==> config.mk <==
export PLATFORM = sky130hd
export DESIGN_NAME = touch_key_event_controller_top
export DESIGN_NICKNAME = d
export VERILOG_FILES = /design/src/rtl/tkec_pkg.sv /design/src/rtl/tkec_front.sv /design/src/rtl/tkec_queue.sv /design/src/rtl/tkec_back.sv /design/src/rtl/touch_key_event_controller_top.sv
export SDC_FILE = /design/constraint.sdc
export NUM_CORES = 1
export LEC_CHECK = 0
export BUFFER_PORTS_ARGS = -buffer_cell sky130_fd_sc_hd__buf_2
export CAP_MARGIN = 30
export CORE_ASPECT_RATIO = 0.8
export CORE_MARGIN = 2
export CORE_UTILIZATION = 25
export DETAILED_ROUTE_END_ITERATION = 8
export PLACE_DENSITY = 0.43
export SYNTH_ARGS = -nofsm -noshare
export SYNTH_HDL_FRONTEND = slang
export SYNTH_SLANG_ARGS = --single-unit
==> constraint.sdc <==
create_clock -name clk -period 14.6 [get_ports clk]
set_input_delay 0.73 -clock clk [delete_from_list [all_inputs] [get_ports clk]]
set_output_delay 0.73 -clock clk [all_outputs]
set_load 0.05 [all_outputs]
==> src/rtl/tkec_pkg.sv <==
// ----------------------------------------------------------------------------
// tkec_pkg
// shared types and constants of the touch key event controller
// ----------------------------------------------------------------------------
`default_nettype none

package tkec_pkg;

  // window length default and supported range 2..16
  localparam int AVG_LEN_DEF = 10;

  // command queue between front and back
  localparam int QUEUE_DEPTH = 4;
  localparam int QPTR_W      = $clog2(QUEUE_DEPTH);

  // configuration register indexes
  localparam logic [7:0] CFG_MODE      = 8'd0;
  localparam logic [7:0] CFG_MIN_DELTA = 8'd1;
  localparam logic [7:0] CFG_PRESS_THR = 8'd2;
  localparam logic [7:0] CFG_HYST      = 8'd3;
  localparam logic [7:0] CFG_TICKS     = 8'd4;

  // configuration reset values
  localparam logic [1:0] MODE_RST      = 2'd0;
  localparam logic [7:0] MIN_DELTA_RST = 8'd4;
  localparam logic [4:0] PRESS_THR_RST = 5'd5;
  localparam logic [4:0] HYST_RST      = 5'd3;
  localparam logic [7:0] TICKS_RST     = 8'd3;

  // output modes
  localparam logic [1:0] MODE_PULSE      = 2'd0;
  localparam logic [1:0] MODE_LONG_PULSE = 2'd1;
  localparam logic [1:0] MODE_SELF_LATCH = 2'd2;

  // quiet readings between baseline refreshes
  localparam logic [3:0] QUIET_REFRESH = 4'hF;

  typedef enum logic [1:0] {
    EV_IDLE    = 2'd0,
    EV_PULSE   = 2'd1,
    EV_CONT    = 2'd2,
    EV_DISCARD = 2'd3
  } event_t;

  typedef enum logic {
    OP_SAMPLE = 1'b0,
    OP_TICK   = 1'b1
  } op_t;

  typedef struct packed {
    logic       req_type;
    logic [7:0] sample;
  } req_t;

  typedef struct packed {
    logic       switch_out;
    logic       touched;
    logic [1:0] event_state;
    logic [7:0] idle_level;
  } rsp_t;

  typedef struct packed {
    op_t        op;
    logic [7:0] sample;
  } cmd_t;

  typedef struct packed {
    logic full;
    logic empty;
  } queue_status_t;

endpackage

`default_nettype wire

==> src/rtl/tkec_front.sv <==
// ----------------------------------------------------------------------------
// tkec_front
// input stage: takes request items, classifies them and feeds the queue
// ----------------------------------------------------------------------------
`default_nettype none

module tkec_front
  import tkec_pkg::*;
(
  input  wire logic          clk,
  input  wire logic          rst,
  input  wire logic          req_valid,
  output logic               req_stall,
  input  wire req_t          req,
  input  wire queue_status_t q_status,
  output logic               push,
  output cmd_t               push_cmd
);

  logic front_valid;
  cmd_t front_cmd;
  logic accept;

  assign push      = front_valid && !q_status.full;
  assign req_stall = front_valid && q_status.full;
  assign accept    = req_valid && !req_stall;
  assign push_cmd  = front_cmd;

  always_ff @(posedge clk) begin
    if (rst) begin
      front_valid <= 1'b0;
    end else if (accept) begin
      front_valid <= 1'b1;
    end else if (push) begin
      front_valid <= 1'b0;
    end
  end

  always_ff @(posedge clk) begin
    if (accept) begin
      front_cmd.op     <= req.req_type ? OP_TICK : OP_SAMPLE;
      front_cmd.sample <= req.sample;
    end
  end

endmodule

`default_nettype wire

==> src/rtl/tkec_queue.sv <==
// ----------------------------------------------------------------------------
// tkec_queue
// short command queue between front and back
// ----------------------------------------------------------------------------
`default_nettype none

module tkec_queue
  import tkec_pkg::*;
(
  input  wire logic    clk,
  input  wire logic    rst,
  input  wire logic    push,
  input  wire cmd_t    push_cmd,
  input  wire logic    pop,
  output cmd_t         pop_cmd,
  output queue_status_t status
);

  cmd_t              entries [QUEUE_DEPTH];
  logic [QPTR_W-1:0] wr_ptr;
  logic [QPTR_W-1:0] rd_ptr;
  logic [QPTR_W:0]   count;

  assign status.full  = (count == (QPTR_W + 1)'(QUEUE_DEPTH));
  assign status.empty = (count == '0);
  assign pop_cmd      = entries[rd_ptr];

  always_ff @(posedge clk) begin
    if (rst) begin
      wr_ptr <= '0;
      rd_ptr <= '0;
      count  <= '0;
    end else begin
      if (push) begin
        wr_ptr <= wr_ptr + 1'b1;
      end
      if (pop) begin
        rd_ptr <= rd_ptr + 1'b1;
      end
      case ({push, pop})
        2'b10:   count <= count + 1'b1;
        2'b01:   count <= count - 1'b1;
        default: count <= count;
      endcase
    end
  end

  always_ff @(posedge clk) begin
    if (push) begin
      entries[wr_ptr] <= push_cmd;
    end
  end

endmodule

`default_nettype wire

==> src/rtl/tkec_back.sv <==
// ----------------------------------------------------------------------------
// tkec_back
// execution stage: baseline window, hit counter, event machine, output reg
// ----------------------------------------------------------------------------
`default_nettype none

module tkec_back
  import tkec_pkg::*;
#(
  parameter int AVG_LEN = AVG_LEN_DEF
) (
  input  wire logic          clk,
  input  wire logic          rst,
  input  wire logic          cfg_wr_en,
  input  wire logic [7:0]    cfg_index,
  input  wire logic [7:0]    cfg_wdata,
  input  wire queue_status_t q_status,
  input  wire cmd_t          pop_cmd,
  output logic               pop,
  output logic               rsp_valid,
  input  wire logic          rsp_stall,
  output rsp_t               rsp
);

  localparam int POS_W   = $clog2(AVG_LEN);
  localparam int WARM_W  = $clog2(AVG_LEN + 1);
  localparam int SUM_W   = $clog2(AVG_LEN * 255 + 1);
  // exact floor division by reciprocal for every sum below 2**SUM_W
  localparam int DIV_SH  = SUM_W + $clog2(AVG_LEN);
  localparam int DIV_MUL = ((1 << DIV_SH) + AVG_LEN - 1) / AVG_LEN;
  localparam int PROD_W  = SUM_W + DIV_SH + 1;

  // configuration
  logic [1:0] mode;
  logic [7:0] min_delta;
  logic [4:0] press_threshold;
  logic [4:0] hysteresis;
  logic [7:0] ticks_per_period;

  // state
  logic [7:0]        window [AVG_LEN];
  logic [POS_W-1:0]  window_pos, window_pos_next;
  logic [SUM_W-1:0]  window_sum, window_sum_next;
  logic [7:0]        baseline, baseline_next;
  logic [WARM_W-1:0] warmup_count, warmup_count_next;
  logic [6:0]        hit_count, hit_count_next;
  logic              touch_flag, touch_flag_next;
  event_t            ev_state, ev_state_next;
  logic              latch_level, latch_level_next;
  logic              out_level, out_level_next;
  logic              timer_on, timer_on_next;
  logic [7:0]        tick_count, tick_count_next;
  logic [3:0]        quiet_count, quiet_count_next;

  logic              step;
  logic              push_en;
  logic              drive_en;
  logic              drive_act;
  logic [POS_W-1:0]  pos_inc;
  logic [PROD_W-1:0] prod;
  logic [7:0]        distance;
  logic              is_touch;
  logic [5:0]        press_lvl;
  logic [6:0]        sat_lvl;
  logic              press_hit;
  logic              release_hit;
  logic [7:0]        tick_inc;
  logic [3:0]        quiet_inc;
  event_t            ev_period;

  assign step = !q_status.empty && (!rsp_valid || !rsp_stall);
  assign pop  = step;

  assign pos_inc = (window_pos == POS_W'(AVG_LEN - 1)) ? '0 : window_pos + 1'b1;

  assign distance  = (baseline >= pop_cmd.sample) ? baseline - pop_cmd.sample
                                                  : pop_cmd.sample - baseline;
  assign is_touch  = distance >= min_delta;
  assign press_lvl = {1'b0, press_threshold} + {1'b0, hysteresis};
  assign sat_lvl   = {2'b00, press_threshold} + {1'b0, press_threshold, 1'b0};
  assign press_hit = hit_count > {1'b0, press_lvl};
  // release level is negative when hysteresis exceeds threshold
  assign release_hit = (press_threshold >= hysteresis) &&
                       (({1'b0, hit_count} + {3'b000, hysteresis}) <
                        {3'b000, press_threshold});
  assign tick_inc  = tick_count + 1'b1;
  assign quiet_inc = quiet_count + 1'b1;

  // period handler outcome
  always_comb begin
    ev_period = ev_state;
    case (ev_state)
      EV_PULSE: begin
        ev_period = (touch_flag && mode == MODE_LONG_PULSE) ? EV_CONT : EV_DISCARD;
      end
      EV_DISCARD: begin
        ev_period = (touch_flag && mode != MODE_LONG_PULSE) ? EV_DISCARD : EV_IDLE;
      end
      default: ev_period = ev_state;
    endcase
  end

  always_comb begin
    warmup_count_next = warmup_count;
    hit_count_next    = hit_count;
    touch_flag_next   = touch_flag;
    ev_state_next     = ev_state;
    latch_level_next  = latch_level;
    out_level_next    = out_level;
    timer_on_next     = timer_on;
    tick_count_next   = tick_count;
    quiet_count_next  = quiet_count;
    push_en           = 1'b0;
    drive_en          = 1'b0;
    drive_act         = 1'b0;

    if (step) begin
      if (pop_cmd.op == OP_SAMPLE) begin
        if (warmup_count < WARM_W'(AVG_LEN)) begin
          warmup_count_next = warmup_count + 1'b1;
          push_en           = 1'b1;
        end else if (is_touch) begin
          if (press_hit) begin
            touch_flag_next = 1'b1;
            if (ev_state == EV_IDLE) begin
              ev_state_next   = EV_PULSE;
              drive_en        = 1'b1;
              drive_act       = 1'b1;
              timer_on_next   = 1'b1;
              tick_count_next = '0;
            end
          end
          if (hit_count < sat_lvl) begin
            hit_count_next = hit_count + 1'b1;
          end
        end else begin
          if (release_hit) begin
            touch_flag_next = 1'b0;
            if (ev_state == EV_CONT) begin
              ev_state_next   = EV_DISCARD;
              drive_en        = 1'b1;
              timer_on_next   = 1'b1;
              tick_count_next = '0;
            end
          end
          if (hit_count != '0) begin
            hit_count_next = hit_count - 1'b1;
          end else if (ev_state == EV_IDLE) begin
            if (quiet_inc == QUIET_REFRESH) begin
              push_en          = 1'b1;
              quiet_count_next = '0;
            end else begin
              quiet_count_next = quiet_inc;
            end
          end
        end
      end else if (timer_on) begin
        if (tick_inc >= ticks_per_period) begin
          ev_state_next   = ev_period;
          drive_en        = (ev_state == EV_PULSE) && (ev_period == EV_DISCARD);
          tick_count_next = '0;
          if (ev_period != EV_DISCARD) begin
            timer_on_next = 1'b0;
          end
        end else begin
          tick_count_next = tick_inc;
        end
      end
    end

    if (drive_en) begin
      if (mode == MODE_SELF_LATCH) begin
        latch_level_next = latch_level ^ drive_act;
        out_level_next   = latch_level ^ drive_act;
      end else begin
        out_level_next = drive_act;
      end
    end
  end

  // window push: running sum and baseline by reciprocal multiply
  always_comb begin
    window_pos_next = window_pos;
    window_sum_next = window_sum;
    baseline_next   = baseline;
    prod            = '0;
    if (push_en) begin
      window_pos_next = pos_inc;
      window_sum_next = window_sum - SUM_W'(window[pos_inc]) + SUM_W'(pop_cmd.sample);
      prod            = PROD_W'(window_sum_next) * PROD_W'(DIV_MUL);
      baseline_next   = 8'(prod >> DIV_SH);
    end
  end

  always_ff @(posedge clk) begin
    if (rst) begin
      mode             <= MODE_RST;
      min_delta        <= MIN_DELTA_RST;
      press_threshold  <= PRESS_THR_RST;
      hysteresis       <= HYST_RST;
      ticks_per_period <= TICKS_RST;
    end else if (cfg_wr_en) begin
      case (cfg_index)
        CFG_MODE:      mode             <= cfg_wdata[1:0];
        CFG_MIN_DELTA: min_delta        <= cfg_wdata;
        CFG_PRESS_THR: press_threshold  <= cfg_wdata[4:0];
        CFG_HYST:      hysteresis       <= cfg_wdata[4:0];
        CFG_TICKS:     ticks_per_period <= cfg_wdata;
        default:       mode             <= mode;
      endcase
    end
  end

  always_ff @(posedge clk) begin
    if (rst) begin
      for (int i = 0; i < AVG_LEN; i++) begin
        window[i] <= '0;
      end
      window_pos   <= '0;
      window_sum   <= '0;
      baseline     <= '0;
      warmup_count <= '0;
      hit_count    <= '0;
      touch_flag   <= 1'b0;
      ev_state     <= EV_IDLE;
      latch_level  <= 1'b1;
      out_level    <= 1'b0;
      timer_on     <= 1'b0;
      tick_count   <= '0;
      quiet_count  <= '0;
    end else begin
      if (push_en) begin
        window[pos_inc] <= pop_cmd.sample;
      end
      window_pos   <= window_pos_next;
      window_sum   <= window_sum_next;
      baseline     <= baseline_next;
      warmup_count <= warmup_count_next;
      hit_count    <= hit_count_next;
      touch_flag   <= touch_flag_next;
      ev_state     <= ev_state_next;
      latch_level  <= latch_level_next;
      out_level    <= out_level_next;
      timer_on     <= timer_on_next;
      tick_count   <= tick_count_next;
      quiet_count  <= quiet_count_next;
    end
  end

  // output register
  always_ff @(posedge clk) begin
    if (rst) begin
      rsp_valid <= 1'b0;
    end else if (step) begin
      rsp_valid <= 1'b1;
    end else if (!rsp_stall) begin
      rsp_valid <= 1'b0;
    end
  end

  always_ff @(posedge clk) begin
    if (step) begin
      rsp.switch_out  <= out_level_next;
      rsp.touched     <= touch_flag_next;
      rsp.event_state <= ev_state_next;
      rsp.idle_level  <= baseline_next;
    end
  end

endmodule

`default_nettype wire

==> src/rtl/touch_key_event_controller_top.sv <==
// ----------------------------------------------------------------------------
// touch_key_event_controller_top
// capacitive touch key qualifier with event machine and switch output
// ----------------------------------------------------------------------------
// Sustained rate is one item per clock while results are not stalled: every
// sample or tick is resolved by a single back-end update via a running window
// sum and a constant reciprocal multiply for the baseline mean. Items pass
// the front register, a queue entry and the output register. The front
// register and a four-entry queue let the input keep flowing for a few items
// while the result side is stalled. The user must write configuration
// through a plain write port only while the block is idle; the block does
// not enforce this. Writes to indexes past the register list are ignored.
`default_nettype none

module touch_key_event_controller_top
  import tkec_pkg::*;
#(
  // moving-average window length, 2..16
  parameter int AVG_LEN = AVG_LEN_DEF
) (
  input  wire logic       clk,
  input  wire logic       rst,
  // configuration write port
  input  wire logic       cfg_wr_en,
  input  wire logic [7:0] cfg_index,
  input  wire logic [7:0] cfg_wdata,
  // request channel: samples and timer ticks
  input  wire logic       req_valid,
  output logic            req_stall,
  input  wire req_t       req,
  // result channel: one item per request
  output logic            rsp_valid,
  input  wire logic       rsp_stall,
  output rsp_t            rsp
);

  // front to queue
  logic          push;
  cmd_t          push_cmd;
  // queue to back
  logic          pop;
  cmd_t          pop_cmd;
  queue_status_t q_status;

  // accept and classify
  tkec_front u_front (
    .clk       (clk),
    .rst       (rst),
    .req_valid (req_valid),
    .req_stall (req_stall),
    .req       (req),
    .q_status  (q_status),
    .push      (push),
    .push_cmd  (push_cmd)
  );

  // decouples input acceptance from result backpressure
  tkec_queue u_queue (
    .clk      (clk),
    .rst      (rst),
    .push     (push),
    .push_cmd (push_cmd),
    .pop      (pop),
    .pop_cmd  (pop_cmd),
    .status   (q_status)
  );

  // baseline, hit counter, event machine and output register
  tkec_back #(
    .AVG_LEN (AVG_LEN)
  ) u_back (
    .clk       (clk),
    .rst       (rst),
    .cfg_wr_en (cfg_wr_en),
    .cfg_index (cfg_index),
    .cfg_wdata (cfg_wdata),
    .q_status  (q_status),
    .pop_cmd   (pop_cmd),
    .pop       (pop),
    .rsp_valid (rsp_valid),
    .rsp_stall (rsp_stall),
    .rsp       (rsp)
  );

endmodule

`default_nettype wire

==> flow_metrics.py <==
metrics = {
    "status": {
        "status": "completed",
    },
    "detailed_routing": {
        "avgViaCountPerCell": 4.59,
        "drt-pass1-iter-count": 5,
        "dr_total_vias": 11400,
        "ant_nets": 0,
        "drc": 0,
        "postRouteWirelength_mm": 42.4,
        "drt_iter0_markers": 774,
        "wl_per_cell_um": 17.1,
    },
    "timing": {
        "worst_hold_slack_ns": 0.360,
        "finalSetupTns_ns": 0,
        "fin_skew_ns": 0.0248,
        "rsz0062_at_grt": "false",
        "period_share_pct": 66.7,
        "finalSetupViolations": 0,
        "hold_viol_final": 0,
        "slew_headroom_pct": 33.9,
        "finalMaxSlewViolations": 0,
        "fmaxAchievable_ghz": 0.103,
        "fin_crit_ns": 9.74,
        "tightestPinTransition_ns": 0.988,
    },
    "synth": {
        "syn-instance-count": 1529,
        "synth_top_area_share_pct": 33.5,
        "synth_flop_cell": "edfxtp_1",
        "synth_top_area_cell": "edfxtp_1",
        "synth_area_sq_um": 16600,
        "synth_area_per_cell_sq_um": 10.8,
        "synthTopCellsByArea": "edfxtp_1 (34%), ha_1 (13%), dfxtp_1 (11%), fa_1 (6.3%), inv_1 (3.7%)",
        "synth_nets": 1786,
        "async_flop_share_pct": 0,
        "ys_seq_area_share_pct": 44.6,
        "synth_edf_count": 185,
        "ys_types": 76,
        "yosysWarnings": 0,
        "ys_ff_latch": 277,
    },
    "floorplan": {
        "initial_utilization_pct": 25.2,
        "ios": 44,
        "rows": 84,
        "dieArea_sq_um": 68400,
        "die_w_um": 292,
        "fp.coreArea_sq_um": 65700,
        "die_h_um": 234,
    },
    "clock_tree": {
        "cts_made_buffers": 36,
        "ctsHoldBuffers": 0,
        "numClockSinks": 277,
        "htreeDepth": 2,
        "path_clk_slew_ns": 0.06,
        "root_buffer": "clkbuf_16",
        "ctsResizeCount": 0,
        "post-cts-setup-buffers": 0,
        "cts_tree": "done",
        "clk_path_buf_depth": 3,
        "insertion_delay_ns": 0.56,
    },
    "finish": {
        "area_growth_pct": 14.5,
        "final_cells": 2475,
        "drive_gt1_share_pct": 9.67,
        "fillCellCount": 6744,
        "nNetsFinal": 1843,
        "fin_util_pct": 28.9,
    },
    "worst_setup_path": {
        "crit_start": "u_back.window_pos[0]$_SDFFE_PP0P_",
        "crit_arrival_ns": 10.16,
        "r2r_cells": 32,
        "cp_max_fo": 36,
        "timing.rr.end": "u_back.rsp[7]$_DFFE_PP_",
        "cp-start-kind": "flop",
        "worstSetupPathType": "reg2reg",
        "path_delay_family": "adder cells",
        "r2r_slack_ns": 4.86,
        "end_kind": "flop",
        "path_buf_inv": 5,
        "cpMaxStageDelayCell": "or2_2",
        "crit_required_ns": 15.02,
        "reg2reg_from": "u_back.window_pos[0]$_SDFFE_PP0P_",
        "slowest_delay_ns": 0.66,
    },
    "min_path": {
        "worstHoldStart": "req[4]",
        "hold_depth": 1,
        "whs_endpoint": "u_front.push_cmd[4]$_DFFE_PP_",
        "hp-class": "in2reg",
    },
    "place": {
        "place.detailed.hpwl_mm": 31.1,
        "portBuffers": 43,
        "dp_cells": 2408,
        "gp_congestion": 0.814,
    },
    "global_routing": {
        "antenna_found_initial": 2,
        "track_usage_pct": 12.6,
        "grt_pass1_vias": 11300,
        "grt_pass1_wl_mm": 67.1,
        "grt-ovfl-total": 0,
        "grt_max_degree": 47,
    },
    "run": {
        "cap_violations": 0,
    },
}
-- synth_stat cells, types with 11 or more instances --
cell type  instances
a21o_1            27
a21oi_1           77
a221oi_1          11
a311oi_1          11
and2_1            19
and3_1            12
clkbuf_1          32
dfxtp_1           92
edfxtp_1         185
fa_1              52
ha_1             175
inv_1            164
mux2i_1           39
mux4_2            17
nand2_1          118
nand2b_1          12
nand3_1           33
nor2_1           161
nor3_1            27
o21ai_0           36
o22ai_1           12
xnor2_1           35
xor2_1            18
-- layout by cell type, fill, tap and decap left out, types with 17 or more instances in the layout --
cell       count
edfxtp_1     185
ha_1         175
inv_1        164
nor2_1       161
nand2_1      118
dfxtp_1       92
a21oi_1       77
fa_1          52
buf_2         43
mux2i_1       39
clkbuf_16     37
o21ai_0       36
xnor2_1       35
nand3_1       33
a21o_1        27
nor3_1        27
buf_4         21
and2_1        19
xor2_1        18
mux4_2        17
-- metrics by stage --
step	setup WS, ns	cell area, sq um
after floorplan	6.11	16600
final	4.86	19000
after global routing	4.07	19000
after detailed placement	4.90	17800
after CTS	4.91	19000
after global placement	5.11	17800
-- state kept, by name, summed over array words and instances (netlist names), 5 cells and up, named ones only --
name	cells
u_back.window	128
u_queue.entries	36
u_back.rsp	12
u_back.window_sum	12
u_front.push_cmd	9
u_back.baseline	8
u_back.min_delta	8
u_back.tick_count	8
u_back.ticks_per_period	8
u_back.hit_count	7
u_back.hysteresis	5
u_back.press_threshold	5
-- worst register-to-register path: cells and delay by family (launching register included) --
family	cells	cell delay (ns)
AO/OA/AOI/OAI	10	2.77
XOR/XNOR	1	0.38
adder cells (fa/ha/maj)	9	3.63
buffers and inverters	5	0.29
flip-flops	1	0.56
AND/OR/NAND/NOR	7	1.99
-- final cells by class --
cell class	instances	area (sq um)	share of cell area, %
multi-input combinational	1042	8370	44.1
clock inverter	18	155	0.817
tap	860	1080	5.67
timing repair buffer	64	373	1.96
inverter	165	619	3.26
clock buffer	48	987	5.20
antenna	1	2.50	0.0132
sequential	277	7400	39.0
-- metal layers --
metal,track usage (%),share of wire [%],vias up
met1,19.5,54,5529
met3,2.09,4.3,51
li1,-,-,5566
met4,3.54,1.8,2
met5,0,0.031,-
met2,17.8,40,204
-- logic make-up (layout without fill, tap and decap cells) --
| kind of cell | after synthesis | in the layout | synth area share, % |
|---|---|---|---|
| compound gates | 278 | 278 | 11.6 |
| simple gates | 420 | 420 | 11.3 |
| xor+xnor | 53 | 53 | 2.80 |
| fa+ha+maj | 227 | 227 | 19.5 |
| flops | 277 | 277 | 44.6 |
| other cells | 0 | 1 | 0 |
| mux | 64 | 64 | 5.23 |
| buf+inv | 210 | 295 | 4.92 |
-- worst max path at each step --
stage	endpoint	slack (ns)	cells after the start
floorplan	u_back.rsp[7]$_DFFE_PP_	6.11	33
global placement	u_back.baseline[7]$_SDFF_PP0_	5.11	32
detailed placement	u_back.baseline[3]$_SDFF_PP0_	4.90	33
CTS	u_back.baseline[7]$_SDFF_PP0_	4.91	33
global route	u_back.baseline[7]$_SDFF_PP0_	4.07	32
finish	u_back.rsp[7]$_DFFE_PP_	4.86	32
Power is not shown: default switching activity piles up to over one toggle a cycle in this logic, so the estimate is an artifact.
